`config.mk`:
```
export PLATFORM = sky130hd
export DESIGN_NAME = fifo_fair_reader_writer_lock
export DESIGN_NICKNAME = d
export VERILOG_FILES = /design/src/rtl/frwl_pkg.sv /design/src/rtl/fifo_fair_reader_writer_lock.sv
export SDC_FILE = /design/constraint.sdc
export NUM_CORES = 1
export LEC_CHECK = 0
export BUFFER_PORTS_ARGS = -buffer_cell sky130_fd_sc_hd__buf_4
export CELL_PAD_IN_SITES_DETAIL_PLACEMENT = 1
export CELL_PAD_IN_SITES_GLOBAL_PLACEMENT = 2
export CORE_MARGIN = 2
export CORE_UTILIZATION = 46
export CTS_BUF_LIST = sky130_fd_sc_hd__clkbuf_4
export DETAILED_ROUTE_END_ITERATION = 12
export GPL_ROUTABILITY_DRIVEN = 1
export PLACE_DENSITY_LB_ADDON = 0.1
export SLEW_MARGIN = 25
export SYNTH_ARGS = -nofsm -noshare
export SYNTH_HDL_FRONTEND = slang
export SYNTH_SLANG_ARGS = --single-unit
```
`constraint.sdc`:
```
create_clock -name clk_i -period 3.79 [get_ports clk_i]
set_clock_uncertainty 0.05 [all_clocks]
set_input_delay 0.5685 -clock clk_i [delete_from_list [all_inputs] [get_ports clk_i]]
set_output_delay 0.5685 -clock clk_i [all_outputs]
set_load 0.03 [all_outputs]
```
`src/rtl/frwl_pkg.sv`:
```
`default_nettype none

package frwl_pkg;

  // Queue geometry and field widths
  localparam int unsigned QUEUE_DEPTH = 16;
  localparam int unsigned ID_BITS     = 6;
  localparam int unsigned QW          = (QUEUE_DEPTH > 1) ? $clog2(QUEUE_DEPTH) : 1;
  localparam int unsigned CW          = $clog2(QUEUE_DEPTH + 1);
  localparam int unsigned RCW         = 7;
  localparam logic [RCW-1:0] RC_MAX   = '1;

  // Request codes
  typedef enum logic [1:0] {
    REQ_RD_LOCK   = 2'd0,
    REQ_WR_LOCK   = 2'd1,
    REQ_RD_UNLOCK = 2'd2,
    REQ_WR_UNLOCK = 2'd3
  } req_e;

  // Result status codes
  typedef enum logic [2:0] {
    STAT_GRANTED   = 3'd0,
    STAT_QUEUED    = 3'd1,
    STAT_RELEASED  = 3'd2,
    STAT_FULL      = 3'd3,
    STAT_PROTO_ERR = 3'd4
  } status_e;

  // Result kinds
  localparam logic KIND_OUTCOME = 1'b0;
  localparam logic KIND_GRANT   = 1'b1;

  // Sequencer states
  typedef enum logic [1:0] {
    S_IDLE,
    S_FETCH,
    S_EXEC,
    S_DRAIN
  } state_e;

  // One wait queue entry
  typedef struct packed {
    logic               is_write;
    logic [ID_BITS-1:0] id;
  } entry_t;

endpackage

`default_nettype wire

```
`src/rtl/fifo_fair_reader_writer_lock.sv`:
```
`default_nettype none

// Fair FIFO reader-writer lock manager.
// Command channel: present req_type_i and requester_id_i with start_i; the
// request is taken at a clock edge where start_i is high and busy_o is low.
// busy_o stays high until every result of that request has been shown.
// Result channel: each result is on the result ports for one cycle, marked
// by result_valid_o; last_o flags the final result of a request. The first
// result is the outcome of the request, each following one names a queued
// waiter that the request's release granted.
// Timing: the request passes through S_FETCH, which reads the queue head
// from the wait-queue RAM, and S_EXEC, which decides and shows the outcome.
// A release that grants waiters then stays in S_DRAIN, one grant per cycle
// as the drain walks the head of the queue RAM; a new request is not taken
// until the last result of the current one has been shown.
// Reset clears the holder state and the queue pointers; the queue RAM itself
// is not cleared, as entries are only read after being written.
// Results cannot be held off by the receiver.
module fifo_fair_reader_writer_lock (
  input  wire logic                         clk_i,
  input  wire logic                         rst_ni,
  input  wire logic                         start_i,
  output logic                              busy_o,
  input  wire logic [1:0]                   req_type_i,
  input  wire logic [frwl_pkg::ID_BITS-1:0] requester_id_i,
  output logic                              result_valid_o,
  output logic                              result_kind_o,
  output logic [frwl_pkg::ID_BITS-1:0]      target_id_o,
  output logic                              grant_is_write_o,
  output logic [2:0]                        status_o,
  output logic                              last_o
);
  import frwl_pkg::*;

  function automatic logic [QW-1:0] ptr_inc(input logic [QW-1:0] p);
    ptr_inc = (p == QW'(QUEUE_DEPTH - 1)) ? '0 : p + QW'(1);
  endfunction

  state_e state_q, state_d;

  req_e               req_q;
  logic [ID_BITS-1:0] id_q;

  logic [RCW-1:0] rc_q, rc_d;
  logic           wa_q, wa_d;
  logic [QW-1:0]  head_q, head_d;
  logic [QW-1:0]  tail_q, tail_d;
  logic [CW-1:0]  count_q, count_d;

  entry_t         mem_q [QUEUE_DEPTH];
  entry_t         rd0_q, rd1_q;
  logic [QW-1:0]  rd_addr0, rd_addr1;
  logic           wr_en;
  entry_t         wr_data;

  logic    conflict, is_lock, idle_lock, full, rel_ok, allow_wr;
  logic    drain_any, exec_drain, drain_more;
  status_e exec_status;

  // Decode the request against the current holder and queue state
  always_comb begin
    conflict  = (rc_q != '0) && wa_q;
    is_lock   = (req_q == REQ_RD_LOCK) || (req_q == REQ_WR_LOCK);
    idle_lock = (count_q == '0) && (rc_q == '0) && !wa_q;
    full      = count_q >= CW'(QUEUE_DEPTH);
    rel_ok    = (req_q == REQ_RD_UNLOCK) ? (rc_q != '0) : wa_q;
    allow_wr  = (req_q == REQ_RD_UNLOCK) ? (rc_q == RCW'(1)) : 1'b1;
    drain_any = (count_q != '0) && (!rd0_q.is_write || allow_wr);
    exec_drain = !conflict && !is_lock && rel_ok && drain_any;
    drain_more = !rd0_q.is_write && (count_q > CW'(1)) && !rd1_q.is_write;

    if (conflict) begin
      exec_status = STAT_PROTO_ERR;
    end else if (is_lock) begin
      if (idle_lock) begin
        exec_status = STAT_GRANTED;
      end else if (full) begin
        exec_status = STAT_FULL;
      end else begin
        exec_status = STAT_QUEUED;
      end
    end else begin
      exec_status = rel_ok ? STAT_RELEASED : STAT_PROTO_ERR;
    end
  end

  // Next state
  always_comb begin
    state_d = state_q;
    case (state_q)
      S_IDLE: begin
        if (start_i) state_d = S_FETCH;
      end
      S_FETCH: state_d = S_EXEC;
      S_EXEC: begin
        state_d = exec_drain ? S_DRAIN : S_IDLE;
      end
      S_DRAIN: begin
        state_d = drain_more ? S_DRAIN : S_IDLE;
      end
      default: state_d = S_IDLE;
    endcase
  end

  // Outputs
  always_comb begin
    busy_o           = (state_q != S_IDLE);
    result_valid_o   = 1'b0;
    result_kind_o    = KIND_OUTCOME;
    target_id_o      = id_q;
    grant_is_write_o = 1'b0;
    status_o         = STAT_GRANTED;
    last_o           = 1'b0;
    case (state_q)
      S_EXEC: begin
        result_valid_o   = 1'b1;
        status_o         = exec_status;
        grant_is_write_o = (exec_status == STAT_GRANTED) && (req_q == REQ_WR_LOCK);
        last_o           = !exec_drain;
      end
      S_DRAIN: begin
        result_valid_o   = 1'b1;
        result_kind_o    = KIND_GRANT;
        target_id_o      = rd0_q.id;
        grant_is_write_o = rd0_q.is_write;
        last_o           = !drain_more;
      end
      default: ;
    endcase
  end

  // Holder and queue pointer updates
  always_comb begin
    rc_d    = rc_q;
    wa_d    = wa_q;
    head_d  = head_q;
    tail_d  = tail_q;
    count_d = count_q;
    wr_en   = 1'b0;
    wr_data = '{is_write: (req_q == REQ_WR_LOCK), id: id_q};
    case (state_q)
      S_EXEC: begin
        if (!conflict) begin
          if (is_lock) begin
            if (idle_lock) begin
              if (req_q == REQ_WR_LOCK) wa_d = 1'b1;
              else rc_d = RCW'(1);
            end else if (!full) begin
              wr_en   = 1'b1;
              tail_d  = ptr_inc(tail_q);
              count_d = count_q + CW'(1);
            end
          end else if (rel_ok) begin
            if (req_q == REQ_RD_UNLOCK) rc_d = rc_q - RCW'(1);
            else wa_d = 1'b0;
          end
        end
      end
      S_DRAIN: begin
        head_d  = ptr_inc(head_q);
        count_d = count_q - CW'(1);
        if (rd0_q.is_write) begin
          wa_d = 1'b1;
        end else if (rc_q != RC_MAX) begin
          rc_d = rc_q + RCW'(1);
        end
      end
      default: ;
    endcase
    rd_addr0 = head_d;
    rd_addr1 = ptr_inc(head_d);
  end

  // Wait queue RAM: one write port, two registered read ports at the head
  always_ff @(posedge clk_i) begin
    if (wr_en) mem_q[tail_q] <= wr_data;
    rd0_q <= mem_q[rd_addr0];
    rd1_q <= mem_q[rd_addr1];
  end

  // Capture the command on transfer
  always_ff @(posedge clk_i) begin
    if (state_q == S_IDLE && start_i) begin
      req_q <= req_e'(req_type_i);
      id_q  <= requester_id_i;
    end
  end

  // Control state
  always_ff @(posedge clk_i or negedge rst_ni) begin
    if (!rst_ni) begin
      state_q <= S_IDLE;
      rc_q    <= '0;
      wa_q    <= 1'b0;
      head_q  <= '0;
      tail_q  <= '0;
      count_q <= '0;
    end else begin
      state_q <= state_d;
      rc_q    <= rc_d;
      wa_q    <= wa_d;
      head_q  <= head_d;
      tail_q  <= tail_d;
      count_q <= count_d;
    end
  end

endmodule

`default_nettype wire

```
==> metrics.txt, run 1 <==
status complete, no violations; total core area 14600 um2; nets 567; post-CTS sizing 0; Crit path arrival time 2.90 ns; RSZ-0062 raised after global routing false; Least-Margin Pin Slew 1.01 ns; fin util 52.1%; Post-synth EDFFs 120; TritonRoute pass-1 iters 5; Avg WL per Cell 23.0 um; H-tree depth 4; Peak VDD IR 0.457 mV; met2 Use GR 35.2%; via density per instance 5.84; Avg Cell Area, Syn 13.6 um2; pwr/cell area 729 nW/um2; Ys Warns 0; hold_buf cts 1; grt ovf 0; setup bufs post-CTS 0; Pins Over Slew Limit 0; DR vias 4324; GR Util All Layers 22.7%; multi-input logic area 2320 um2; Row Count 44; Register Area 4340 um2; die area 16000 um2; GP Congestion 0.836; Worst Path Required 3.17 ns; startpoint types flop; antenna violations before repair 0; Die Ht 126 um; die width 126 um; cell area after placement 7310 um2; Mapped Area 6880 um2; drt drc 0; dpl ws 0.408 ns; global-route wire length before repair 26.8 mm; crit path from rc_q[0]; Worst Setup End Kind output pin; Seq cells post-synth 151; top-count cell post-synth edfxtp_1; HP Start requester_id_i[0]; ys async rst share 15.2%; Fillers 1467; initial drt markers 236; # Max-Cap Violations 0; Hold WS 0.118 ns; Num CTS Buffers 17; TritonCTS clock tree built; Slew HR 32.5%; Antenna Violating Nets Remaining 0; number of global-route vias before repair 4603; clk slew on worst S/H paths 0.14 ns; final non-filler cell area 7600 um2; GR peak layer met2; Initial Util 47.2%; count of final setup violators 0; final worst-path cycle share 92.8%; met3 usage 4.72%; ys flop type edfxtp_1; Net Count, Synth 529; Lkg Pwr 0.00283 uW; maximum buffer depth of the clock tree 2; Final WS setup 0.275 ns; Netlist cell types 64; area leader, netlist edfxtp_1; met1 usage 32.0%; largest net degree at the start of global routing 50; share of layout cells above drive strength 1 19.2%; Final Hold Viols 0; clock latency at the later pin of the worst-skew pair 0.57 ns; Period minus WS final 3.52 ns; Post-synth top cells 120 x edfxtp_1, 48 x nand2_1, 34 x mux2i_1; final WL 17.1 mm; Setup TNS 0 ns; Hold WC Path Type in -> reg; max frequency 0.284 GHz; Sink Count 151; largest cells by area after synthesis edfxtp_1 52%, dfrtp_1 8.4%, mux4_2 5.2%; WS Path Type reg -> out; sequential share of the synthesized area 63.1%; Yosys top cell area share 52.4%; Area growth syn-to-layout 10.5%; Max FO, Critical Path 8; detailed placer's ending HPWL 11.8 mm; Syn Inst Count 505; CTS Root Cell clkbuf_4; number of port buffers 24; io pins 25; R2R Path Start rc_q[0]
## per-stage QoR
step                      instances  total power [uW]
after global routing            740              5880
after global placement          707              4540
after detailed placement        707              4610
final                           741              5540
after CTS                       740              5590
after floorplan                 505              3940
## state kept, by name, indices dropped and copies added, names as in the netlist
signal   count
count_q      5
head_q       4
id_q         6
mem_q      112
rc_q         7
rd0_q        7
rd1_q        1
req_q        2
state_q      2
tail_q       4
wa_q         1
## routing by layer
metal | part of all wire (%) | routed length (um)
met1 | 44 | 7540
met2 | 48 | 8110
met3 | 6.2 | 1060
met4 | 2.1 | 360
met5 | 0 | 0
## cells by family (layout without fill, tap and decap cells)
| logic type | Yosys count | in the layout | synth area share [%] |
|---|---|---|---|
| flops | 151 | 151 | 63.1 |
| other cells | 0 | 1 | 0 |
| simple gates | 144 | 144 | 10.7 |
| mux | 52 | 52 | 10.5 |
| compound gates | 88 | 88 | 8.87 |
| buf+inv | 49 | 100 | 3.45 |
| fa+ha+maj | 13 | 13 | 2.36 |
| xor+xnor | 8 | 8 | 1.02 |
## where the power goes
| part | switching (uW) | internal, uW | total [uW] |
|---|---|---|---|
| Sequential | 302 | 2040 | 2340 |
| Clock | 628 | 351 | 979 |
| Combinational | 1300 | 915 | 2210 |
| Total | 2230 | 3310 | 5540 |
## worst paths after layout
check | end | slack (ns) | cells past startpoint
min reg2reg | count_q[4] | 0.50 | 1
max reg2reg | mem_q[11][4] | 0.35 | 7
max in group asynchronous | head_q[3] | 3.04 | 2
max | last_o | 0.27 | 9
min in group asynchronous | count_q[0] | 0.38 | 2
min | id_q[0] | 0.12 | 1
## area by class of cell
type	instances	share of cell area, %
timing repair buffer	47	4.68
antenna	1	0.0329
tap	184	3.03
inverter	21	1.04
clock buffer	18	1.78
multi-input combinational	305	30.5
clock inverter	14	1.86
sequential	151	57.1
## critical path, stage by stage, from the launching register on
cell and delay (ns):
dfrtp_1 0.49, inv_1 0.09, ha_1 0.19, nor3b_1 0.54
nand2_1 0.18, nand2_1 0.09, o21ai_0 0.08, a21oi_1 0.32
and2_1 0.19, buf_4 0.16
## layout by cell type, fill, tap and decap left out, types with 2 or more instances in the layout
cell type and count:
and3_1 4, nand4_1 2, nand2_1 48, or3_1 5, a221oi_1 14, a211oi_1 2, mux2_2 2, inv_6 5
inv_8 2, xnor2_1 5, mux4_2 16, nor2b_1 2, buf_4 46, o211ai_1 2, o2bb2ai_1 2, clkinv_4 2
xor2_1 3, edfxtp_1 120, nor4_1 6, and3b_1 2, and2_1 5, clkinvlp_4 3, o21ai_0 29, o22ai_1 2
nor3b_1 5, clkbuf_4 18, nand2b_1 5, a221o_1 4, dfxtp_1 8, inv_1 20, ha_1 13, dfrtp_1 23
mux2i_1 34, a21boi_1 2, a21oi_1 12, nor2_1 20, nand3_1 11, nor3_1 19, nand3b_1 3
Note: power is estimated with default switching activity, not from simulation.
==> inputs of run 2 (changes only) <==
--- a/config.mk
+++ b/config.mk
@@ -14,6 +14,7 @@
 export DETAILED_ROUTE_END_ITERATION = 12
 export GPL_ROUTABILITY_DRIVEN = 1
 export PLACE_DENSITY_LB_ADDON = 0.1
+export SKIP_CTS_REPAIR_TIMING = 1
 export SLEW_MARGIN = 25
 export SYNTH_ARGS = -nofsm -noshare
 export SYNTH_HDL_FRONTEND = slang
==> constraint.sdc (replaced) <==
create_clock -name clk_i -period 3.79 [get_ports clk_i]
set_clock_uncertainty 0.05 [all_clocks]
set_input_delay 0.5685 -clock clk_i [delete_from_list [all_inputs] [get_ports clk_i]]
set_output_delay 0.5685 -clock clk_i [all_outputs]
set_load 0.1 [all_outputs]
==> run 2 against run 1 <==
- clock power is 16% higher
- total power rose by 8.7%
- register-to-register slack better by 0.09 ns
- core utilization increased by 0.58 points
- cell area increased by 1.1%
- via count increased by 1.2%
- critical path depth down 2
- first-iteration DRC count grew 27%
- setup slack got worse by 0.0028 ns
- global-route usage grew 0.14 points
- non-clock buffer count grew 2
- critical endpoint is now grant_is_write_o
- highest routed layer unchanged
==> metrics.txt, run 2 (synthesized netlist as in run 1, its figures left out) <==
Biggest register mem_q (unchanged); H-tree depth 4 (unchanged); dpl ws 0.447 ns (was 0.408 ns); initial drt markers 300 (was 236); Period minus WS final 3.52 ns (about the same); pwr/cell area 783 nW/um2 (was 729 nW/um2); Max FO, Critical Path 8 (unchanged); WS Path Type reg -> out (unchanged); Slew HR 34.5% (was 32.5%); die width 126 um (unchanged); Avg WL per Cell 23.1 um (was 23.0 um); Initial Util 47.2% (unchanged); Num CTS Buffers 17 (unchanged); antenna violations before repair 1 (was 0); count of final setup violators 0 (unchanged); via density per instance 5.89 (was 5.84); Row Count 44 (unchanged); GR Util All Layers 22.8% (was 22.7%); maximum buffer depth of the clock tree 2 (unchanged); met3 wire length 886 um (was 1.06 mm); met1 WL 7.86 mm (was 7.54 mm); Antenna Violating Nets Remaining 0 (unchanged); number of global-route vias before repair 4609 (was 4603); Hold WC Path Type in -> reg (unchanged); max frequency 0.284 GHz (about the same); # Max-Cap Violations 0 (unchanged); Area growth syn-to-layout 11.7% (was 10.5%); clk slew on worst S/H paths 0.15 ns (was 0.14 ns); number of flip-flops in the largest register 112 (unchanged); fin util 52.7% (was 52.1%); TritonRoute pass-1 iters 5 (unchanged); total core area 14600 um2 (unchanged); Crit path arrival time 2.90 ns (about the same); Final Hold Viols 0 (unchanged); Least-Margin Pin Slew 0.977 ns (was 1.01 ns); most common cell after layout, fill and taps aside edfxtp_1 (unchanged); drt drc 0 (unchanged); RSZ-0062 raised after global routing false (unchanged); Setup TNS 0 ns (unchanged); status complete, no violations (unchanged); Register Area 4340 um2 (unchanged); Sink Count 151 (unchanged); met2 WL 8.23 mm (was 8.11 mm); startpoint types flop (unchanged); Fillers 1467 (unchanged); multi-input logic area 2330 um2 (was 2320 um2); number of port buffers 24 (unchanged); Peak VDD IR 0.488 mV (was 0.457 mV); grt ovf 0 (unchanged); Lkg Pwr 0.00287 uW (was 0.00283 uW); top flop regs mem_q: 112 flops, rc_q: 7 flops, rd0_q: 7 flops (unchanged); detailed placer's ending HPWL 11.6 mm (was 11.8 mm); share of layout cells above drive strength 1 20.1% (was 19.2%); clock latency at the later pin of the worst-skew pair 0.54 ns (was 0.57 ns); Final WS setup 0.272 ns (was 0.275 ns); Die Ht 126 um (unchanged); max layer used met4 (unchanged); Pins Over Slew Limit 0 (unchanged); final worst-path cycle share 92.8% (about the same); Worst Path Required 3.17 ns (about the same); CTS Root Cell clkbuf_4 (unchanged); Worst Setup End Kind output pin (unchanged); io pins 25 (unchanged); nets 569 (was 567); TritonCTS clock tree built (unchanged); DR vias 4378 (was 4324); global-route wire length before repair 27.1 mm (was 26.8 mm); largest net degree at the start of global routing 50 (unchanged); most frequent cells in the layout 120 x edfxtp_1, 48 x nand2_1, 48 x buf_4 (was 120 x edfxtp_1, 48 x nand2_1, 46 x buf_4); die area 16000 um2 (unchanged); final WL 17.2 mm (was 17.1 mm); GP Congestion 0.842 (was 0.836)
run 2: cell types whose count changed in the layout (fill, tap and decap cells not counted), moves of 2 or more:
cell        delta
clkinvlp_4     -2
nor3_1         -2
buf_4          +2
bufinv_16      +2
nor3_2         +2
inv_8          +3
run 2: worst paths after layout:
check	from	end	slack, ns	cells after the start
setup reg to reg	rc_q[0]	mem_q[11][3]	0.44	7
setup / recovery	rc_q[0]	grant_is_write_o	0.27	7
hold reg to reg	count_q[3]	count_q[3]	0.49	1
hold / removal	requester_id_i[4]	id_q[4]	0.14	1
max in group asynchronous	rst_ni	rc_q[4]	3.02	2
min in group asynchronous	rst_ni	count_q[0]	0.40	2
run 2: cell type report:
| cell class | count | area share [%] |
|---|---|---|
| inverters | 21 | 1.03 |
| clock inverters | 15 | 2.69 |
| repair buffers | 49 | 4.82 |
| well taps | 184 | 3.00 |
| flip-flops and latches | 151 | 56.5 |
| clock buffers | 17 | 1.66 |
| multi-input cells | 305 | 30.3 |
| diodes | 1 | 0.0326 |
run 2: critical path, cell delays in order (launching register included):
cell	delay (ns)
dfrtp_1	0.50
inv_1	0.09
ha_1	0.20
or3b_4	0.43
nor4_4	0.46
nand3_1	0.13
a21oi_1	0.22
buf_4	0.32
run 2: routing by layer:
| metal | track usage, % | vias to the layer above |
|---|---|---|
| met4 | 6.08 | 0 |
| met5 | 0 | - |
| li1 | - | 2015 |
| met2 | 36.4 | 88 |
| met1 | 31.5 | 2257 |
| met3 | 5.74 | 18 |
run 2: report_power, final:
group,internal [uW],switching [uW]
Sequential,2040,303
Clock,490,647
Combinational,926,1610
Total,3460,2560
run 2: per-stage QoR:
stage	hold slack, ns	total power, uW	cell area (um2)	instances
3_3_place_gp	0.447	4850	7340	709
6_report	0.138	6020	7680	743
4_1_cts	-0.187	6070	7670	741
3_5_place_dp	0.452	4920	7340	709
5_1_grt	0.0693	6350	7680	743
2_1_floorplan	0.223	4240	6890	505
==> inputs of run 3 (changes only) <==
--- a/config.mk
+++ b/config.mk
@@ -5,11 +5,11 @@
 export SDC_FILE = /design/constraint.sdc
 export NUM_CORES = 1
 export LEC_CHECK = 0
-export BUFFER_PORTS_ARGS = -buffer_cell sky130_fd_sc_hd__buf_4
+export BUFFER_PORTS_ARGS = -buffer_cell sky130_fd_sc_hd__clkbuf_2
 export CELL_PAD_IN_SITES_DETAIL_PLACEMENT = 1
-export CELL_PAD_IN_SITES_GLOBAL_PLACEMENT = 2
+export CELL_PAD_IN_SITES_GLOBAL_PLACEMENT = 1
 export CORE_MARGIN = 2
-export CORE_UTILIZATION = 46
+export CORE_UTILIZATION = 51
 export CTS_BUF_LIST = sky130_fd_sc_hd__clkbuf_4
 export DETAILED_ROUTE_END_ITERATION = 12
 export GPL_ROUTABILITY_DRIVEN = 1
==> run 3 against run 2 <==
- cell area fell by 1.0%
- global-route usage rose by 1.4 points
- largest power group unchanged
- sequential share of layout area rose by 0.58 points
- combinational power fell by 3%
- sequential power barely moved
==> metrics.txt, run 3 (synthesized netlist as in run 1, its figures left out) <==
Num CTS Buffers 17 (unchanged); Pins Over Slew Limit 0 (unchanged); TritonCTS clock tree built (unchanged); Worst Path Required 3.17 ns (about the same); clock latency at the later pin of the worst-skew pair 0.55 ns (was 0.54 ns); number of global-route vias before repair 4452 (was 4609); Initial Util 52.2% (was 47.2%); top flop regs mem_q: 112 flops, rc_q: 7 flops, rd0_q: 7 flops (unchanged); detailed placer's ending HPWL 11.4 mm (was 11.6 mm); share of layout cells above drive strength 1 19.8% (was 20.1%); drt drc 0 (unchanged); Biggest register mem_q (unchanged); die width 120 um (was 126 um); H-tree depth 4 (unchanged); # Max-Cap Violations 0 (unchanged); final WL 16.1 mm (was 17.2 mm); Max FO, Critical Path 8 (unchanged); number of port buffers 24 (unchanged); max frequency 0.283 GHz (was 0.284 GHz); Peak VDD IR 0.465 mV (was 0.488 mV); number of flip-flops in the largest register 112 (unchanged); DP Cell Count 699 (was 709); Hold WC Path Type in -> reg (unchanged); status complete, no violations (unchanged); GP Congestion 0.867 (was 0.842); startpoint types flop (unchanged); global-route wire length before repair 25.7 mm (was 27.1 mm); Lkg Pwr 0.00285 uW (was 0.00287 uW); Die Ht 120 um (was 126 um); nets 567 (was 569); Period minus WS final 3.53 ns (was 3.52 ns); die area 14400 um2 (was 16000 um2); multi-input logic area 2330 um2 (about the same); CTS Root Cell clkbuf_4 (unchanged); initial drt markers 367 (was 300); pwr/cell area 782 nW/um2 (was 783 nW/um2); Avg WL per Cell 22.0 um (was 23.1 um); clk slew on worst S/H paths 0.12 ns (was 0.15 ns); Slew HR 41.6% (was 34.5%); Pwr Total 5950 uW (was 6020 uW); Row Count 42 (was 44); most common cell after layout, fill and taps aside edfxtp_1 (unchanged); Worst Setup End Kind output pin (unchanged); largest net degree at the start of global routing 26 (was 50); most frequent cells in the layout 120 x edfxtp_1, 48 x nand2_1, 34 x mux2i_1 (was 120 x edfxtp_1, 48 x nand2_1, 48 x buf_4); Crit path arrival time 2.91 ns (was 2.90 ns); RSZ-0062 raised after global routing false (unchanged); antenna violations before repair 1 (unchanged); Register Area 4340 um2 (unchanged); fin util 57.7% (was 52.7%); WS Path Type reg -> out (unchanged); Setup TNS 0 ns (unchanged); final worst-path cycle share 93.2% (was 92.8%); total core area 13200 um2 (was 14600 um2); Area growth syn-to-layout 10.6% (was 11.7%); Least-Margin Pin Slew 0.871 ns (was 0.977 ns); count of final setup violators 0 (unchanged); Sink Count 151 (unchanged); grt ovf 0 (unchanged); io pins 25 (unchanged); Final Hold Viols 0 (unchanged); via density per instance 5.94 (was 5.89); DR vias 4350 (was 4378); maximum buffer depth of the clock tree 2 (unchanged); Non-Filler Instances 732 (was 743); Fillers 1313 (was 1467); Antenna Violating Nets Remaining 0 (unchanged); TritonRoute pass-1 iters 5 (unchanged); GR Util All Layers 24.2% (was 22.8%)
[run 3: cell types whose count changed in the layout (fill, tap and decap cells not counted)]
cell	change
inv_6	-1
nor3b_1	-1
buf_4	-26
clkinv_2	+1
nor3b_2	+1
bufinv_16	+1
clkbuf_2	+22
clkinv_4	+1
clkbuf_4	+3
inv_8	-4
[run 3: routing by layer]
metal	vias to the layer above	GRT usage [%]	share of wire, %
met2	102	36.0	47
met1	2224	36.5	47
met5	-	0	0
li1	2005	-	-
met4	0	7.28	1.2
met3	19	4.56	4.6
[run 3: through the flow]
step | area, um2 | worst slack [ns] | hold WS (ns)
after floorplan | 6890 | 0.0694 | 0.223
after global placement | 7250 | 0.718 | 0.491
after detailed placement | 7250 | 0.501 | 0.505
after CTS | 7580 | 0.0379 | -0.0546
after global routing | 7610 | 0.0452 | 0.0987
final | 7610 | 0.257 | 0.145
[run 3: worst max-delay path: stages, from the launching register on]
cell and delay, ns:
dfrtp_1 0.48, inv_1 0.10, ha_1 0.20, or3b_4 0.43, nor4_4 0.45, nand3_1 0.14
a21oi_1 0.22, clkbuf_4 0.37
[run 3: power by group]
group	switching, uW	internal (uW)	total, uW	leakage [uW]
Clock	586	540	1130	0.000175
Combinational	1590	888	2470	0.00123
Sequential	305	2040	2350	0.00144
[run 3: area by class of cell]
type | instances | share of cell area (%)
sequential | 151 | 57.0
multi-input combinational | 305 | 30.7
timing repair buffer | 47 | 3.95
tap | 176 | 2.89
clock inverter | 13 | 2.58
clock buffer | 18 | 1.78
inverter | 21 | 1.04
antenna | 1 | 0.0329
[run 3: worst paths after layout]
check                              start               end  slack (ns)  depth (start not counted)
max                              rc_q[0]  grant_is_write_o        0.26                          7
min                        req_type_i[1]          req_q[1]        0.14                          1
max reg2reg                      rc_q[0]       mem_q[8][5]        0.66                          7
min reg2reg                   count_q[4]        count_q[4]        0.52                          1
max in group asynchronous         rst_ni         tail_q[0]        2.72                          2
min in group asynchronous         rst_ni         tail_q[1]        0.53                          2
